===== src/cflb_pkg.sv =====
// Shared types and constants of the CPU frequency limit booster.
package cflb_pkg;

	// Field widths.
	localparam int FREQ_BITS    = 22;
	localparam int TIME_BITS    = 16;
	localparam int REG_IDX_BITS = 3;

	// Event codes; the two codes above OP_INIT are ignored.
	localparam logic [2:0] OP_TICK      = 3'd0;
	localparam logic [2:0] OP_SCREEN    = 3'd1;
	localparam logic [2:0] OP_INTERACT  = 3'd2;
	localparam logic [2:0] OP_LAUNCH    = 3'd3;
	localparam logic [2:0] OP_LOW_POWER = 3'd4;
	localparam logic [2:0] OP_INIT      = 3'd5;
	localparam logic [2:0] OP_IGNORED_A = 3'd6;
	localparam logic [2:0] OP_IGNORED_B = 3'd7;

	// Configuration register indexes.
	localparam logic [REG_IDX_BITS-1:0] REG_FLOOR_NORMAL       = 3'd0;
	localparam logic [REG_IDX_BITS-1:0] REG_LEVEL_INTERACTION  = 3'd1;
	localparam logic [REG_IDX_BITS-1:0] REG_LEVEL_LAUNCH       = 3'd2;
	localparam logic [REG_IDX_BITS-1:0] REG_CEILING_FULL       = 3'd3;
	localparam logic [REG_IDX_BITS-1:0] REG_CEILING_SCREEN_OFF = 3'd4;
	localparam logic [REG_IDX_BITS-1:0] REG_CEILING_LOW_POWER  = 3'd5;
	localparam logic [REG_IDX_BITS-1:0] REG_HOLD_INTERACTION   = 3'd6;
	localparam logic [REG_IDX_BITS-1:0] REG_HOLD_LAUNCH        = 3'd7;

	// Reset values of the configuration registers.
	localparam logic [FREQ_BITS-1:0] RST_FLOOR_NORMAL       = 22'd768000;
	localparam logic [FREQ_BITS-1:0] RST_LEVEL_INTERACTION  = 22'd1000000;
	localparam logic [FREQ_BITS-1:0] RST_LEVEL_LAUNCH       = 22'd1200000;
	localparam logic [FREQ_BITS-1:0] RST_CEILING_FULL       = 22'd1300000;
	localparam logic [FREQ_BITS-1:0] RST_CEILING_SCREEN_OFF = 22'd1000000;
	localparam logic [FREQ_BITS-1:0] RST_CEILING_LOW_POWER  = 22'd1000000;
	localparam logic [TIME_BITS-1:0] RST_HOLD_INTERACTION   = 16'd800;
	localparam logic [TIME_BITS-1:0] RST_HOLD_LAUNCH        = 16'd2000;

	// Which limit a write goes to.
	localparam logic TARGET_FLOOR   = 1'b0;
	localparam logic TARGET_CEILING = 1'b1;

	// Event word.
	typedef struct packed {
		logic [2:0] op;
		logic       flag;
	} evt_word_t;

	// Limit write word.
	typedef struct packed {
		logic                 write_target;
		logic [FREQ_BITS-1:0] write_value;
		logic                 last;
	} wr_word_t;

	// Job handed from the front to the back: wanted limits, or a forced initial write pair.
	typedef struct packed {
		logic                 init;
		logic [FREQ_BITS-1:0] ceiling;
		logic [FREQ_BITS-1:0] floor_val;
	} job_t;

endpackage


===== src/cpu_freq_limit_booster.sv =====
// Top level of the CPU frequency limit booster.
// Events arrive on evt (evt_valid/evt_ready): tick, screen state, interaction,
// launch, power saving and initialize. Each event that changes the wanted limits
// produces up to two limit writes on wr (wr_valid/wr_ready), in safe order: a
// raised ceiling, then a changed floor, then a lowered ceiling; last marks the
// final write of an event. Events that change nothing produce no word.
// The front part takes one event word per cycle while its four-entry job queue
// has room. The back part issues one write word per cycle while the receiver
// takes them, and takes the next job as the last write of the current one is
// issued; a tick that ends no boost never reaches the back. Each job passes
// the queue and the job registers before the output register raises wr_valid.
// When the receiver stalls, the word waits in the output register, the back part
// stops, the queue fills and then evt_ready drops.
// Configuration registers are written on cfg (cfg_valid/cfg_ready, always ready)
// by index and should only change while the block is idle.
// Reset restores the register reset values, screen on, no boost, no power
// saving, and the applied limits to the reset floor and full ceiling.
module cpu_freq_limit_booster (
	input  logic                              clk,
	input  logic                              arst_n,
	input  logic                              evt_valid,
	output logic                              evt_ready,
	input  cflb_pkg::evt_word_t               evt,
	output logic                              wr_valid,
	input  logic                              wr_ready,
	output cflb_pkg::wr_word_t                wr,
	input  logic                              cfg_valid,
	output logic                              cfg_ready,
	input  logic [cflb_pkg::REG_IDX_BITS-1:0] cfg_index,
	input  logic [cflb_pkg::FREQ_BITS-1:0]    cfg_data
);

	logic           q_full, q_push, q_pop, q_valid;
	cflb_pkg::job_t q_in, q_out;

	assign cfg_ready = 1'b1;

	cflb_front u_front (
		.clk       (clk),
		.arst_n    (arst_n),
		.evt_valid (evt_valid),
		.evt_ready (evt_ready),
		.evt       (evt),
		.cfg_valid (cfg_valid),
		.cfg_index (cfg_index),
		.cfg_data  (cfg_data),
		.q_full    (q_full),
		.q_push    (q_push),
		.q_job     (q_in)
	);

	cflb_queue u_queue (
		.clk       (clk),
		.arst_n    (arst_n),
		.push      (q_push),
		.push_job  (q_in),
		.full      (q_full),
		.pop       (q_pop),
		.job_valid (q_valid),
		.job       (q_out)
	);

	cflb_back u_back (
		.clk       (clk),
		.arst_n    (arst_n),
		.job_valid (q_valid),
		.job       (q_out),
		.pop       (q_pop),
		.wr_valid  (wr_valid),
		.wr_ready  (wr_ready),
		.wr        (wr)
	);

endmodule


===== src/cflb_front.sv =====
// Front part: configuration registers, event state and computation of the wanted limits.
module cflb_front (
	input  logic                                  clk,
	input  logic                                  arst_n,
	input  logic                                  evt_valid,
	output logic                                  evt_ready,
	input  cflb_pkg::evt_word_t                   evt,
	input  logic                                  cfg_valid,
	input  logic [cflb_pkg::REG_IDX_BITS-1:0]     cfg_index,
	input  logic [cflb_pkg::FREQ_BITS-1:0]        cfg_data,
	input  logic                                  q_full,
	output logic                                  q_push,
	output cflb_pkg::job_t                        q_job
);

	logic [cflb_pkg::FREQ_BITS-1:0] floor_normal_q, level_interaction_q, level_launch_q;
	logic [cflb_pkg::FREQ_BITS-1:0] ceiling_full_q, ceiling_screen_off_q, ceiling_low_power_q;
	logic [cflb_pkg::TIME_BITS-1:0] hold_interaction_q, hold_launch_q;

	logic                           screen_on_q, saving_q, init_done_q;
	logic [cflb_pkg::FREQ_BITS-1:0] level_q;
	logic [cflb_pkg::TIME_BITS-1:0] left_q;

	logic                           screen_on_d, saving_d, init_done_d;
	logic [cflb_pkg::FREQ_BITS-1:0] level_d;
	logic [cflb_pkg::TIME_BITS-1:0] left_d;
	logic                           want_push, want_init;
	logic [cflb_pkg::FREQ_BITS-1:0] want_ceil, base_ceil, want_floor, base_floor;
	logic                           accept;

	assign evt_ready = !q_full;
	assign accept    = evt_valid && evt_ready;

	// Configuration writes.
	always_ff @(posedge clk or negedge arst_n) begin
		if (!arst_n) begin
			floor_normal_q       <= cflb_pkg::RST_FLOOR_NORMAL;
			level_interaction_q  <= cflb_pkg::RST_LEVEL_INTERACTION;
			level_launch_q       <= cflb_pkg::RST_LEVEL_LAUNCH;
			ceiling_full_q       <= cflb_pkg::RST_CEILING_FULL;
			ceiling_screen_off_q <= cflb_pkg::RST_CEILING_SCREEN_OFF;
			ceiling_low_power_q  <= cflb_pkg::RST_CEILING_LOW_POWER;
			hold_interaction_q   <= cflb_pkg::RST_HOLD_INTERACTION;
			hold_launch_q        <= cflb_pkg::RST_HOLD_LAUNCH;
		end else if (cfg_valid) begin
			unique case (cfg_index)
				cflb_pkg::REG_FLOOR_NORMAL:       floor_normal_q       <= cfg_data;
				cflb_pkg::REG_LEVEL_INTERACTION:  level_interaction_q  <= cfg_data;
				cflb_pkg::REG_LEVEL_LAUNCH:       level_launch_q       <= cfg_data;
				cflb_pkg::REG_CEILING_FULL:       ceiling_full_q       <= cfg_data;
				cflb_pkg::REG_CEILING_SCREEN_OFF: ceiling_screen_off_q <= cfg_data;
				cflb_pkg::REG_CEILING_LOW_POWER:  ceiling_low_power_q  <= cfg_data;
				cflb_pkg::REG_HOLD_INTERACTION:
					hold_interaction_q <= cfg_data[cflb_pkg::TIME_BITS-1:0];
				cflb_pkg::REG_HOLD_LAUNCH:
					hold_launch_q <= cfg_data[cflb_pkg::TIME_BITS-1:0];
				default: ;
			endcase
		end
	end

	// Next event state and whether the event needs the back part.
	always_comb begin
		screen_on_d = screen_on_q;
		saving_d    = saving_q;
		init_done_d = init_done_q;
		level_d     = level_q;
		left_d      = left_q;
		want_push   = 1'b0;
		want_init   = 1'b0;
		unique case (evt.op)
			cflb_pkg::OP_TICK: begin
				if (left_q != '0) begin
					left_d = left_q - 1'b1;
				end
				// A held boost ends once no time is left.
				if (level_q != '0 && left_d == '0) begin
					level_d   = '0;
					want_push = 1'b1;
				end
			end
			cflb_pkg::OP_SCREEN: begin
				screen_on_d = evt.flag;
				if (!evt.flag) begin
					level_d = '0;
					left_d  = '0;
				end
				want_push = 1'b1;
			end
			cflb_pkg::OP_INTERACT: begin
				if (level_interaction_q > level_q) level_d = level_interaction_q;
				if (hold_interaction_q > left_q) left_d = hold_interaction_q;
				want_push = 1'b1;
			end
			cflb_pkg::OP_LAUNCH: begin
				if (level_launch_q > level_q) level_d = level_launch_q;
				if (hold_launch_q > left_q) left_d = hold_launch_q;
				want_push = 1'b1;
			end
			cflb_pkg::OP_LOW_POWER: begin
				saving_d  = evt.flag;
				want_push = 1'b1;
			end
			cflb_pkg::OP_INIT: begin
				// Only the first initialize acts.
				if (!init_done_q) begin
					init_done_d = 1'b1;
					want_push   = 1'b1;
					want_init   = 1'b1;
				end
			end
			default: ;
		endcase
	end

	// Wanted ceiling and floor from the new state; the floor never exceeds the ceiling.
	always_comb begin
		base_ceil  = screen_on_d ? ceiling_full_q : ceiling_screen_off_q;
		want_ceil  = (saving_d && base_ceil > ceiling_low_power_q) ? ceiling_low_power_q
			: base_ceil;
		base_floor = (level_d != '0) ? level_d : floor_normal_q;
		want_floor = (base_floor > want_ceil) ? want_ceil : base_floor;
	end

	assign q_push            = accept && want_push;
	assign q_job.init        = want_init;
	assign q_job.ceiling     = want_init ? ceiling_full_q : want_ceil;
	assign q_job.floor_val   = want_init ? floor_normal_q : want_floor;

	// Event state.
	always_ff @(posedge clk or negedge arst_n) begin
		if (!arst_n) begin
			screen_on_q <= 1'b1;
			saving_q    <= 1'b0;
			init_done_q <= 1'b0;
			level_q     <= '0;
			left_q      <= '0;
		end else if (accept) begin
			screen_on_q <= screen_on_d;
			saving_q    <= saving_d;
			init_done_q <= init_done_d;
			level_q     <= level_d;
			left_q      <= left_d;
		end
	end

endmodule


===== src/cflb_queue.sv =====
// Short job queue between the front and back parts.
module cflb_queue (
	input  logic           clk,
	input  logic           arst_n,
	input  logic           push,
	input  cflb_pkg::job_t push_job,
	output logic           full,
	input  logic           pop,
	output logic           job_valid,
	output cflb_pkg::job_t job
);

	localparam int DEPTH = 4;
	localparam int AW    = $clog2(DEPTH);

	cflb_pkg::job_t mem_q [DEPTH];
	logic [AW-1:0]  wr_ptr_q, rd_ptr_q;
	logic [AW:0]    count_q;
	logic           do_push, do_pop;

	assign full      = (count_q == (AW+1)'(DEPTH));
	assign job_valid = (count_q != '0);
	assign job       = mem_q[rd_ptr_q];
	assign do_push   = push && !full;
	assign do_pop    = pop && job_valid;

	// Storage.
	always_ff @(posedge clk) begin
		if (do_push) begin
			mem_q[wr_ptr_q] <= push_job;
		end
	end

	// Pointers and fill count.
	always_ff @(posedge clk or negedge arst_n) begin
		if (!arst_n) begin
			wr_ptr_q <= '0;
			rd_ptr_q <= '0;
			count_q  <= '0;
		end else begin
			if (do_push) wr_ptr_q <= wr_ptr_q + 1'b1;
			if (do_pop) rd_ptr_q <= rd_ptr_q + 1'b1;
			if (do_push && !do_pop) begin
				count_q <= count_q + 1'b1;
			end else if (do_pop && !do_push) begin
				count_q <= count_q - 1'b1;
			end
		end
	end

endmodule


===== src/cflb_back.sv =====
// Back part: compares wanted limits with the applied ones and issues ordered writes.
module cflb_back (
	input  logic                clk,
	input  logic                arst_n,
	input  logic                job_valid,
	input  cflb_pkg::job_t      job,
	output logic                pop,
	output logic                wr_valid,
	input  logic                wr_ready,
	output cflb_pkg::wr_word_t  wr
);

	// Pending writes: bit 0 raised ceiling, bit 1 floor, bit 2 lowered ceiling.
	logic [2:0]                     pend_q, pick, pend_after, pend_new;
	logic [cflb_pkg::FREQ_BITS-1:0] ceil_q, floor_q;
	logic [cflb_pkg::FREQ_BITS-1:0] applied_ceil_q, applied_floor_q;
	logic                           wr_valid_q;
	cflb_pkg::wr_word_t             wr_q, wr_d;
	logic                           out_free, emit, load;

	assign out_free = !wr_valid_q || wr_ready;
	assign emit     = out_free && (pend_q != '0);

	// Pick the first pending write in safe order.
	always_comb begin
		if (pend_q[0]) begin
			pick = 3'b001;
		end else if (pend_q[1]) begin
			pick = 3'b010;
		end else begin
			pick = 3'b100;
		end
		pend_after         = emit ? (pend_q & ~pick) : pend_q;
		wr_d.write_target  = pick[1] ? cflb_pkg::TARGET_FLOOR : cflb_pkg::TARGET_CEILING;
		wr_d.write_value   = pick[1] ? floor_q : ceil_q;
		wr_d.last          = ((pend_q & ~pick) == '0);
	end

	// A new job is taken once the current one has nothing left to issue.
	assign load = job_valid && (pend_after == '0);
	assign pop  = load;

	always_comb begin
		if (job.init) begin
			pend_new = 3'b011;
		end else begin
			pend_new = {job.ceiling < applied_ceil_q,
				job.floor_val != applied_floor_q,
				job.ceiling > applied_ceil_q};
		end
	end

	// Job registers and applied limits.
	always_ff @(posedge clk or negedge arst_n) begin
		if (!arst_n) begin
			pend_q          <= '0;
			applied_ceil_q  <= cflb_pkg::RST_CEILING_FULL;
			applied_floor_q <= cflb_pkg::RST_FLOOR_NORMAL;
		end else if (load) begin
			pend_q          <= pend_new;
			applied_ceil_q  <= job.ceiling;
			applied_floor_q <= job.floor_val;
		end else begin
			pend_q <= pend_after;
		end
	end

	always_ff @(posedge clk) begin
		if (load) begin
			ceil_q  <= job.ceiling;
			floor_q <= job.floor_val;
		end
	end

	// Output register.
	always_ff @(posedge clk or negedge arst_n) begin
		if (!arst_n) begin
			wr_valid_q <= 1'b0;
		end else if (emit) begin
			wr_valid_q <= 1'b1;
		end else if (wr_ready) begin
			wr_valid_q <= 1'b0;
		end
	end

	always_ff @(posedge clk) begin
		if (emit) begin
			wr_q <= wr_d;
		end
	end

	assign wr_valid = wr_valid_q;
	assign wr       = wr_q;

endmodule


===== config.mk =====
export PLATFORM = sky130hd
export DESIGN_NAME = cpu_freq_limit_booster
export DESIGN_NICKNAME = d
export VERILOG_FILES = /design/src/cflb_pkg.sv /design/src/cpu_freq_limit_booster.sv /design/src/cflb_front.sv /design/src/cflb_queue.sv /design/src/cflb_back.sv
export SDC_FILE = /design/constraint.sdc
export NUM_CORES = 1
export LEC_CHECK = 0
export ABC_AREA = 1
export BUFFER_PORTS_ARGS = -buffer_cell sky130_fd_sc_hd__buf_4
export CAP_MARGIN = 20
export CORE_MARGIN = 8
export CORE_UTILIZATION = 35
export CTS_BUF_LIST = sky130_fd_sc_hd__clkbuf_4 sky130_fd_sc_hd__clkbuf_8
export CTS_CLUSTER_DIAMETER = 30
export CTS_CLUSTER_SIZE = 8
export DETAILED_ROUTE_END_ITERATION = 6
export GPL_TIMING_DRIVEN = 0
export PLACE_DENSITY_LB_ADDON = 0.3
export SYNTH_ARGS = -nofsm -noshare
export SYNTH_HDL_FRONTEND = slang
export SYNTH_SLANG_ARGS = --single-unit

===== constraint.sdc =====
create_clock -name clk -period 6.1 [get_ports clk]
set_clock_uncertainty 0.2 [all_clocks]
set_input_delay 0 -clock clk [delete_from_list [all_inputs] [get_ports clk]]
set_output_delay 0 -clock clk [all_outputs]
set_load 0.02 [all_outputs]

# [Word level (Yosys, flattened, before mapping)]
# Memories as Yosys holds them, arrays and structs flattened.
# Index checks and enable logic that the tools add are counted.
[word_totals] wordCells=133 mem_bits_rw=180 mem_count=1 register_bits=328 inputBits=34
[op_classes] eq_ne=17 mux=36 add_sub_neg=5 order_cmp=8 reduce_logical=39 n_bitwise=2
[memory_table] name="u_queue.mem_q" depth=4 width=45 read_ports=1 rd_ports_with_merged_regs=0 wr=1 line_no="cflb_queue.sv:16" text="cflb_pkg::job_t mem_q [DEPTH];"
[op_table] op="22-bit 2-to-1 mux" n=11
[op_table] op="22-bit > comparator" n=5
[op_table] op="22-bit case mux with 4 select lines" n=1
[op_table] op="16-bit 2-to-1 mux" n=5
[op_table] op="16-bit case mux with 4 select lines" n=1
[op_table] op="22-bit nonzero test" n=2
[op_table] op="16-bit > comparator" n=2
[op_table] op="22-bit < comparator" n=1
[op_table] op="22-bit inequality test" n=1
[op_table] op="3-bit equality test, second input constant" n=7
[op_table] op="3-bit 2-to-1 mux" n=7
[op_table] op="2-bit AND reduction" n=9
[op_table] op="16-bit zero test" n=1
[op_table] op="16-bit nonzero test" n=1
[op_table] op="16-bit by 1-bit subtractor with 16-bit output, second input constant" n=1
[op_table] op="3-bit by 2-bit equality test with 1-bit output, second input constant" n=4
[op_table] op="3-bit zero test" n=4
[op_table] op="1-bit logical AND" n=10
[op_table] op="1-bit 2-to-1 mux" n=10
[op_table] op="3-bit by 1-bit equality test with 1-bit output, second input constant" n=2
[op_table] op="3-bit nonzero test" n=2
[op_table] op="5-bit AND reduction" n=1
[op_table] op="2-bit by 1-bit adder with 2-bit output, second input constant" n=2
[op_table] op="1-bit zero test" n=4
[op_table] op="other kinds (11)" n=13

# [Longest topological paths before layout]
# Gate-level depths: netlist of the first run.
[depth] depth_word=13 depth_mapped=45 mapped_depth_nobuf=42

# [Modules after synthesis]
# From an unflattened synthesis of the first run, not the netlist that was laid out.
[hier_totals] cells_unflattened=2953 area_unflattened_um2=26739.4
[modules_own_cells] module="cflb_front" cells_per_inst=1924 seq_area_each_um2=5198.7 area_each_um2=13994.7 instances=1
[modules_own_cells] module="cflb_queue" cells_per_inst=585 seq_area_each_um2=5580.4 area_each_um2=7683.6 instances=1
[modules_own_cells] module="cflb_back" cells_per_inst=442 seq_area_each_um2=3263.1 area_each_um2=5049.8 instances=1
[modules_own_cells] module="cpu_freq_limit_booster" cells_per_inst=2 seq_area_each_um2=0.0 area_each_um2=11.3 instances=1

# [Least setup slack after synthesis of the first run]
# Ideal clock, no wire load.
[synth_path] path_kind="register to register" startpoint="register u_front.screen_on_q" endpoint="memory u_queue.mem_q[0][12] in the netlist's numbering, data pin" arrival_ns=4.917 setup_time_ns=0.265 stages_incl_launch_ff=41 n_path_buf=3 slack_ns=0.717 period_less_slack_ns=5.383 required_ns=5.635 cell_sequence="dfstp_2 -> inv_1 -> o21ai_1 -> clkbuf_1 -> nand2_1 -> o21ai_0 -> inv_1 -> ha_1 -> nand2_1 -> nor2_1 -> nand2_1 -> nor2_1 -> a211oi_1 -> nor2_1 -> nor2_1 -> nor2_1 -> o21bai_1 -> nand2_1 -> [5 not listed] -> ha_1 -> nand2_1 -> nor2_1 -> o21ai_0 -> a31oi_1 -> o21ai_0 -> o211ai_1 -> nand4_1 -> o211ai_1 -> a21o_1 -> nand2_1 -> inv_1 -> buf_1 -> nand2_1 -> nand2_1 -> inv_1 -> nand2_1 -> nand2_1"
[synth_lines] element="start: declaration" line_no="cflb_front.sv:20" text="logic screen_on_q, saving_q, init_done_q;"
[synth_lines] element="start signal: assignment" line_no="cflb_front.sv:139" text="screen_on_q <= screen_on_d;"
[synth_lines] element="end: declaration" line_no="cflb_queue.sv:16"

==> results.md, run 1 <==
- Drt total wl: roughly 75 mm
- Post-synth EDFFs: 248
- Post-Syn Nets: 3082
- Slew @ Worst Pin: approximately 1.1 ns
- Initial antenna violation count: 0
- Post-DR wirelength/cell: between 15 and 20 µm
- Crit-path most repeated cell: nand2_1
- Arr. time, crit path: ~5.9 ns
- Die height: approximately 290 µm
- Post-DRT Antenna Nets: 0
- CP startpoint kind: register
- Global-route wire length before repair: ~120 mm
- IO Port Bufs: 58
- Worst path slowest cell: dfstp_2
- Compound-gate portion of the synthesized area: 11.90%
- Share of layout cells above drive strength 1: between 10% and 20%
- Post-Synth Adder-Cell Area: under 10%
- Largest net degree at the start of global routing: 119
- Vias in the first global route: slightly above 20000
- DRC: 0
- Max Clock Freq: around 0.18 GHz
- Crit path required time: about 6.3 ns
- Largest cells by area after synthesis: edfxtp_1, dfrtp_1, nand2_1
- CTS root buf: clkbuf_8
- Slew HR: 27.05%
- Detailed Place HPWL: between 50 and 60 mm
- DRT iter0 DRCs: between 1000 and 1500
- Clock share of power: a little under a quarter
- Fraction of the mapped netlist area in simple logic gates: a little under 20%
- Main synth FF type: edfxtp_1
- Synth top area share: between 20% and 30%
- Total CTS buffers: around 110
- Xor/xnor cell area share of the yosys netlist: less than 1%
- CP Capture Type: register
- Total GRT Usage: between 10% and 20%
- Max-Cap Viols: 0
- Largest stage delay on the critical path: between 0.5 and 0.6 ns
- Fin crit period: 5.667 ns
- Unique masters post-synth: 54
- Worst reg2reg setup slack: 0.43 ns
- Gpl congestion: about 0.89
- Fill count: 7240
- H-tree depth: 3
- Reg power frac: between 30% and 40%
- Initial Util: a little over a third
- Rows: 100
- Via count: about 21000
- Internal power: between 10 and 15 mW
- Die span in x: ~290 µm
- Largest family of logic cells by synthesized area: simple AND/OR/NAND/NOR gates
- Boundary Pins: a little over 60
- Sequential element share of the synthesized area: 53.38%
- Clock Latency Late Sink: 0.70 ns
- Util after Layout: a little over two fifths
- Cell Pwr Density: 580.8 nW/µm²
- First drt pass iteration count: 5
- Min Hold Slack: approximately 0.15 ns
- Layout Nets: 3336
- Peak supply drop: around 0.27 mV
- Worst Path Max Fanout: 10
- Reg clk slew, reported paths: around 0.060 ns
- GRT Residual Overflow: 0
- Die Area: approximately 84000 µm²
- Yosys warns: 0
- Syn Inst Count: 2899
- Power share of the combinational group: between 40% and 50%
- Multiplexer area fraction after synthesis: between 1 and 1.5%
- Core ar.: approximately 74000 µm²
- Sink Count: about 510
- Setup Viol. Count Final: 0
- Yosys reg bits: ~510
- Final Slew Violations: 0
- Switching pwr: around 8 mW
- Yosys top cell by area: edfxtp_1
- Leak: ~14 nW
- CTS tree: done
- Clock buffer depth: 3
- Share of synthesized registers carrying an async set or reset: 51.18%
- Vias per cell: 4.953
- Sw frac: between 40% and 50%
- Final hold vios: 0
- Hold Crit Class: in -> reg
- Mean Syn Cell Area: around 9 µm²
- Post-Syn Area: 26310 µm²
- Period utilization: between 90% and 100%
- Status: completed
- Kind of critical path: reg -> reg
- Area growth syn-to-layout: 20.56%
sequential cells by signal, indices dropped and copies added, names as in the netlist, 16 cells and up:
register / count
u_back.floor_q: 22
u_front.level_q: 22
u_front.ceiling_screen_off_q: 22
u_front.floor_normal_q: 22
u_back.applied_ceil_q: 22
u_front.level_launch_q: 22
u_front.hold_launch_q: 16
u_back.wr: 24
u_back.ceil_q: 22
u_front.hold_interaction_q: 16
u_back.applied_floor_q: 22
u_front.ceiling_low_power_q: 22
u_front.ceiling_full_q: 22
u_queue.mem_q: 180
u_front.level_interaction_q: 22
u_front.left_q: 16
synth_stat cells, drive strengths merged, types with 6 or more instances:
| master | instances |
|---|---|
| nand2 | 805 |
| o21ai | 427 |
| inv | 307 |
| edfxtp | 248 |
| dfrtp | 189 |
| nor2 | 175 |
| ha | 148 |
| nand3 | 121 |
| clkbuf | 99 |
| a21oi | 97 |
| dfstp | 71 |
| nand4 | 41 |
| buf | 24 |
| mux2 | 23 |
| o22ai | 23 |
| xor2 | 11 |
| nand3b | 10 |
| o211ai | 10 |
| xnor2 | 10 |
| a22oi | 9 |
| nor3 | 9 |
| a211oi | 6 |
metal layers:
layer	up-vias	GRT usage (%)	share of wire, %
met5	-	0	0
met4	0	8.216	4.5
met3	158	2.871	4.8
met2	531	28.11	46
met1	9909	22.90	45
li1	10270	-	-
kinds of logic after synthesis:
group,after synthesis
AO/OA/AOI/OAI,593
XOR/XNOR,21
multiplexers,24
flip-flops,508
other,1
AND/OR/NAND/NOR,1169
buffers and inverters,434
adder cells (fa/ha/maj),149
per-stage QoR:
step	cells	power [mW]	area [µm²]	setup TNS, ns	setup slack, ns
after CTS	4201	18.34	31480	0	0.03586
after global placement	3926	13.77	27960	-188.15	-1.155
after detailed placement	3934	13.95	28180	-92.49	-1.184
after global routing	4211	19.80	31710	-0.02267	-0.008246
final	4212	18.42	31720	0	0.4327
after floorplan	2899	11.25	26310	0	0.7173
critical path: cells and delay by family (launching register included):
family	cells	cell delay (ns)
buf+inv	9	1.06
simple gates	17	1.51
fa+ha+maj	2	0.63
compound gates	11	1.44
flops	1	0.51
power groups by stage:
stage	sequential (mW)	combinational (mW)	clock [mW]
after floorplan	5.88	5.38	0
after global placement	5.97	7.80	0
after detailed placement	5.94	8.01	0
after CTS	5.89	8.15	4.30
after global routing	6.00	9.35	4.46
final	5.89	8.31	4.22
path summary, 6_finish.rpt:
check                                                 start                          endpoint  cells past startpoint
max                                     u_front.screen_on_q              u_queue.mem_q[3][19]                     39
min                                            cfg_data[19]        u_front.level_launch_q[19]                      4
max reg2reg                             u_front.screen_on_q              u_queue.mem_q[3][19]                     39
min reg2reg                u_front.ceiling_screen_off_q[20]  u_front.ceiling_screen_off_q[20]                      2
max in group asynchronous                            arst_n         u_front.ceiling_full_q[8]                      5
min in group asynchronous                            arst_n   u_front.level_interaction_q[12]                      4
what timing repair did:
action / 4_1_cts / 5_1_grt
pin swaps: 0 / 5
hold buffers: 69 / 0
hold endpoints to repair: 489 / 0
endpoints found under the setup margin: 88 / 88
setup buffers: 0 / 11
gates resized for setup: 37 / 58
cell type report:
type	count	area (µm²)	share of cell area, %
antenna	1	2.502	0.007890
buffer	122	610.6	1.925
clock buffer	136	1734	5.468
clock inverter	62	809.5	2.552
inverter	311	1167	3.681
multi-input combinational	1957	10730	33.84
sequential	508	14040	44.27
tap	969	1212	3.823
timing repair buffer	146	1404	4.426
cell usage in the layout (no fill, tap or decap), types with 7 or more instances in the layout:
| cell type | n |
|---|---|
| a21oi_1 | 92 |
| a22oi_1 | 9 |
| buf_4 | 74 |
| buf_6 | 7 |
| buf_8 | 7 |
| bufinv_16 | 16 |
| clkbuf_1 | 90 |
| clkbuf_4 | 26 |
| clkbuf_8 | 114 |
| clkinv_1 | 9 |
| clkinv_2 | 11 |
| clkinv_4 | 13 |
| clkinvlp_4 | 14 |
| dfrtp_1 | 189 |
| dfstp_2 | 71 |
| dlygate4sd3_1 | 68 |
| edfxtp_1 | 248 |
| ha_1 | 148 |
| inv_1 | 302 |
| mux2_2 | 23 |
| nand2_1 | 768 |
| nand2_2 | 28 |
| nand2_4 | 9 |
| nand3_1 | 114 |
| nand3b_1 | 10 |
| nand4_1 | 20 |
| nand4_2 | 20 |
| nor2_1 | 143 |
| nor2_2 | 21 |
| nor2_4 | 9 |
| nor3_1 | 9 |
| o211ai_1 | 10 |
| o21ai_0 | 404 |
| o21ai_1 | 12 |
| o21ai_2 | 9 |
| o22ai_1 | 23 |
| xnor2_1 | 10 |
| xor2_1 | 11 |
Note: power is estimated with default switching activity, not from simulation.
==> run 2, diff against run 1 <==
Settings changed: ABC_AREA 1 to default.
==> run 2 against run 1 <==
  * The run now ends with negative setup slack left
  * Hold slack worse by 0.039 ns
  * Global-route usage about the same
  * Sequential power hardly changed
  * Via count fell by 18%
  * Clock power decreased by 2%
  * Sequential share of layout area increased by 0.97 points
  * Register-to-register slack lost 1.5 ns
  * Critical path type unchanged
  * Wire length down 5.2%
  * Cell count fell by 23%
  * Combinational power decreased by 16%
  * Fmax decreased by 21%
  * Area after synthesis decreased by 5.2%
==> results.md, run 2 <==
- First drt pass iteration count: 6
- Post-Layout Inst Area: 31050 µm²
- Failing checks: negative setup slack
- Clock buffer depth: 3
- Global-route wire length before repair: between 100 and 150 mm
- CTS tree: done
- DP Worst Slack: -3.749 ns
- Boundary Pins: 61
- Hold_sp: evt[1]
- Leak: 12.31 nW
- GRT Residual Overflow: 0
- Core ar.: roughly 71000 µm²
- IO Port Bufs: 55
- Largest cells by area after synthesis: edfxtp_1, dfrtp_1, mux2_2
- Die Area: between 80000 and 90000 µm²
- Status: complete, but fails checks
- RSZ-0062 raised after global routing: true
- Layout Nets: between 2000 and 2500
- Leading cell type in the layout, fill and taps excluded: edfxtp_1
- Post-Syn Area: 24940 µm²
- Most common cell in the netlist: edfxtp_1
- Via count: ~17000
- Peak supply drop: between 0.2 and 0.3 mV
- Main synth FF type: edfxtp_1
- CP Capture Type: register
- Largest net degree at the start of global routing: roughly 120
- Share of layout cells above drive strength 1: 32.98%
- Max-Cap Viols: 0
- Area of placed instances: ~27000 µm²
- Area growth syn-to-layout: 24.53%
- Worst Path Max Fanout: 6
- Commonest cells after routing, fill and taps aside: edfxtp_1, mux2_2, dfrtp_1, ha_1, nand2_1
- Hold Crit Class: in -> reg
- Sequential element share of the synthesized area: 56.31%
- Post-synth EDFFs: 248
- Fin crit period: between 7 and 8 ns
- FF-to-FF Start: u_front.level_q[18]
- Post-DR wirelength/cell: between 20 and 25 µm
- Largest register FFs: 180
- Rows: 98
- Unique masters post-synth: 73
- Kind of critical path: reg -> reg
- Mean Syn Cell Area: roughly 13 µm²
- H-tree depth: 3
- Initial antenna violation count: 3
- Post-DRT Antenna Nets: 0
- Reg2reg path depth: 26
- Most flop-heavy register: u_queue.mem_q
- DRT iter0 DRCs: between 1000 and 1500
- Initial Util: between 30% and 40%
- Vias in the first global route: between 15000 and 20000
- Min Hold Slack: ~0.11 ns
- Sink Count: approximately 510
- Period utilization: 116.9%
- Share of synthesized registers carrying an async set or reset: between 50% and 60%
- Vias per cell: about 5.3
- Critical path startpoint: u_front.level_q[18]
- Synth top cells by count: edfxtp_1, mux2_2, dfrtp_1, ha_1, nand2_1
- Setup slack after layout: -1.030 ns
- DRC: 0
- Cell Pwr Density: 546.6 nW/µm²
- Post-layout power: between 15 and 20 mW
- Slew HR: 36.87%
- Drt total wl: 71.38 mm
- CTS root buf: clkbuf_8
- Die height: about 280 µm
- Syn Inst Count: between 1500 and 2000
- Yosys top cell by area: edfxtp_1
- Final hold vios: 0
- Arr. time, crit path: 7.47 ns
- Yosys reg bits: around 510
- Crit path required time: 6.44 ns
- Final Slew Violations: 0
- Post-Syn Nets: approximately 2100
- Gpl congestion: between 0.9 and 1
- Clock Latency Late Sink: between 0.7 and 0.8 ns
- Slew @ Worst Pin: between 0.9 and 1 ns
- Setup Viol. Count Final: between 80 and 90
- Hold Path Stages: 5
- Max Clock Freq: around 0.14 GHz
- Die span in x: around 280 µm
- CP startpoint kind: register
- Yosys warns: 0
- Detailed Place HPWL: between 40 and 50 mm
- Reg clk slew, reported paths: 0.05 ns
- Synth top area share: between 20% and 30%
- Total CTS buffers: between 100 and 150
- Total GRT Usage: between 10% and 20%
[run 2: cell count changes after synthesis, sizes merged, moves of 21 or more]
cell,change
nand2,-672
nor2,-123
a21oi,-33
mux2i,+21
mux4,+45
o22ai,-21
inv,-199
o21ai,-285
a21o,+43
mux2,+208
nand3,-96
clkbuf,-33
[run 2: cells by family after synthesis]
logic type / share of synthesized area [%]
simple gates: 6.869
flops: 56.31
buf+inv: 3.041
mux: 15.38
fa+ha+maj: 7.507
other cells: 0.01504
xor+xnor: 1.019
compound gates: 9.855
[run 2: metal layers]
layer,part of all wire (%),up-vias,GRT usage (%)
met3,5.6,162,3.722
met2,48,585,28.89
li1,-,7803,-
met4,3.7,2,7.034
met1,43,8571,22.11
met5,0.018,-,0
[run 2: final cells by class]
cell class                 count  area [µm²]
inverter                     109       411.6
fill                        6436       39940
clock inverter                65       780.7
sequential                   508       14050
multi-input combinational   1200       10700
timing repair buffer         186        1788
buffer                        80       397.9
clock buffer                 135        1733
antenna                        1       2.502
tap                          950        1189
[run 2: where the power goes]
group / leakage (nW) / internal [mW] / total [mW] / switching (mW)
combinational: 5.73 / 3.03 / 6.95 / 3.93
clock: 1.27 / 2.54 / 4.14 / 1.61
sequential: 5.31 / 5.27 / 5.88 / 0.603
total: 12.3 / 10.8 / 17.0 / 6.14
[run 2: repair_timing]
item | 4_1_cts | 5_1_grt
gates resized for setup | 76 | 31
endpoints found under the setup margin | 152 | 90
setup buffers | 27 | 15
hold buffers | 76 | 0
pin swaps | 26 | 22
cloned | 1 | 1
hold endpoints to repair | 353 | 0
[run 2: critical path, stage by stage, from the launching register on]
cell,delay (ns)
dfrtp_1,0.42
inv_1,0.11
ha_1,0.31
nand3_1,0.10
or4_4,0.54
a311oi_4,0.34
nor4_1,0.10
a211o_1,0.32
or3_4,0.44
buf_4,0.15
a21o_1,0.30
or3_4,0.46
or3_4,0.44
o21ai_4,0.15
ha_4,0.22
a21o_1,0.18
a21o_1,0.20
a2111oi_4,0.31
o21ai_2,0.09
a221oi_2,0.32
o211ai_1,0.16
o211a_1,0.14
buf_6,0.14
o41ai_4,0.29
buf_6,0.20
buf_12,0.15
o2bb2ai_4,0.15
[run 2: final timing paths]
kind                                                     to  slack [ns]
setup / recovery                        u_queue.mem_q[2][0]       -1.03
hold / removal                           u_front.left_q[12]        0.11
setup reg to reg                        u_queue.mem_q[2][0]       -1.03
hold reg to reg                          u_queue.count_q[2]        0.30
max in group asynchronous  u_front.ceiling_screen_off_q[20]        4.40
min in group asynchronous          u_back.applied_ceil_q[0]        0.20
[run 2: stage by stage]
step                      cells  setup TNS [ns]  utilization [%]
after floorplan            1900          -46.74                -
after global placement     2905         -498.75            37.57
after detailed placement   2915         -384.98            37.86
after CTS                  3217          -92.86            43.28
after global routing       3233          -95.12            43.73
final                      3234          -86.50            43.74
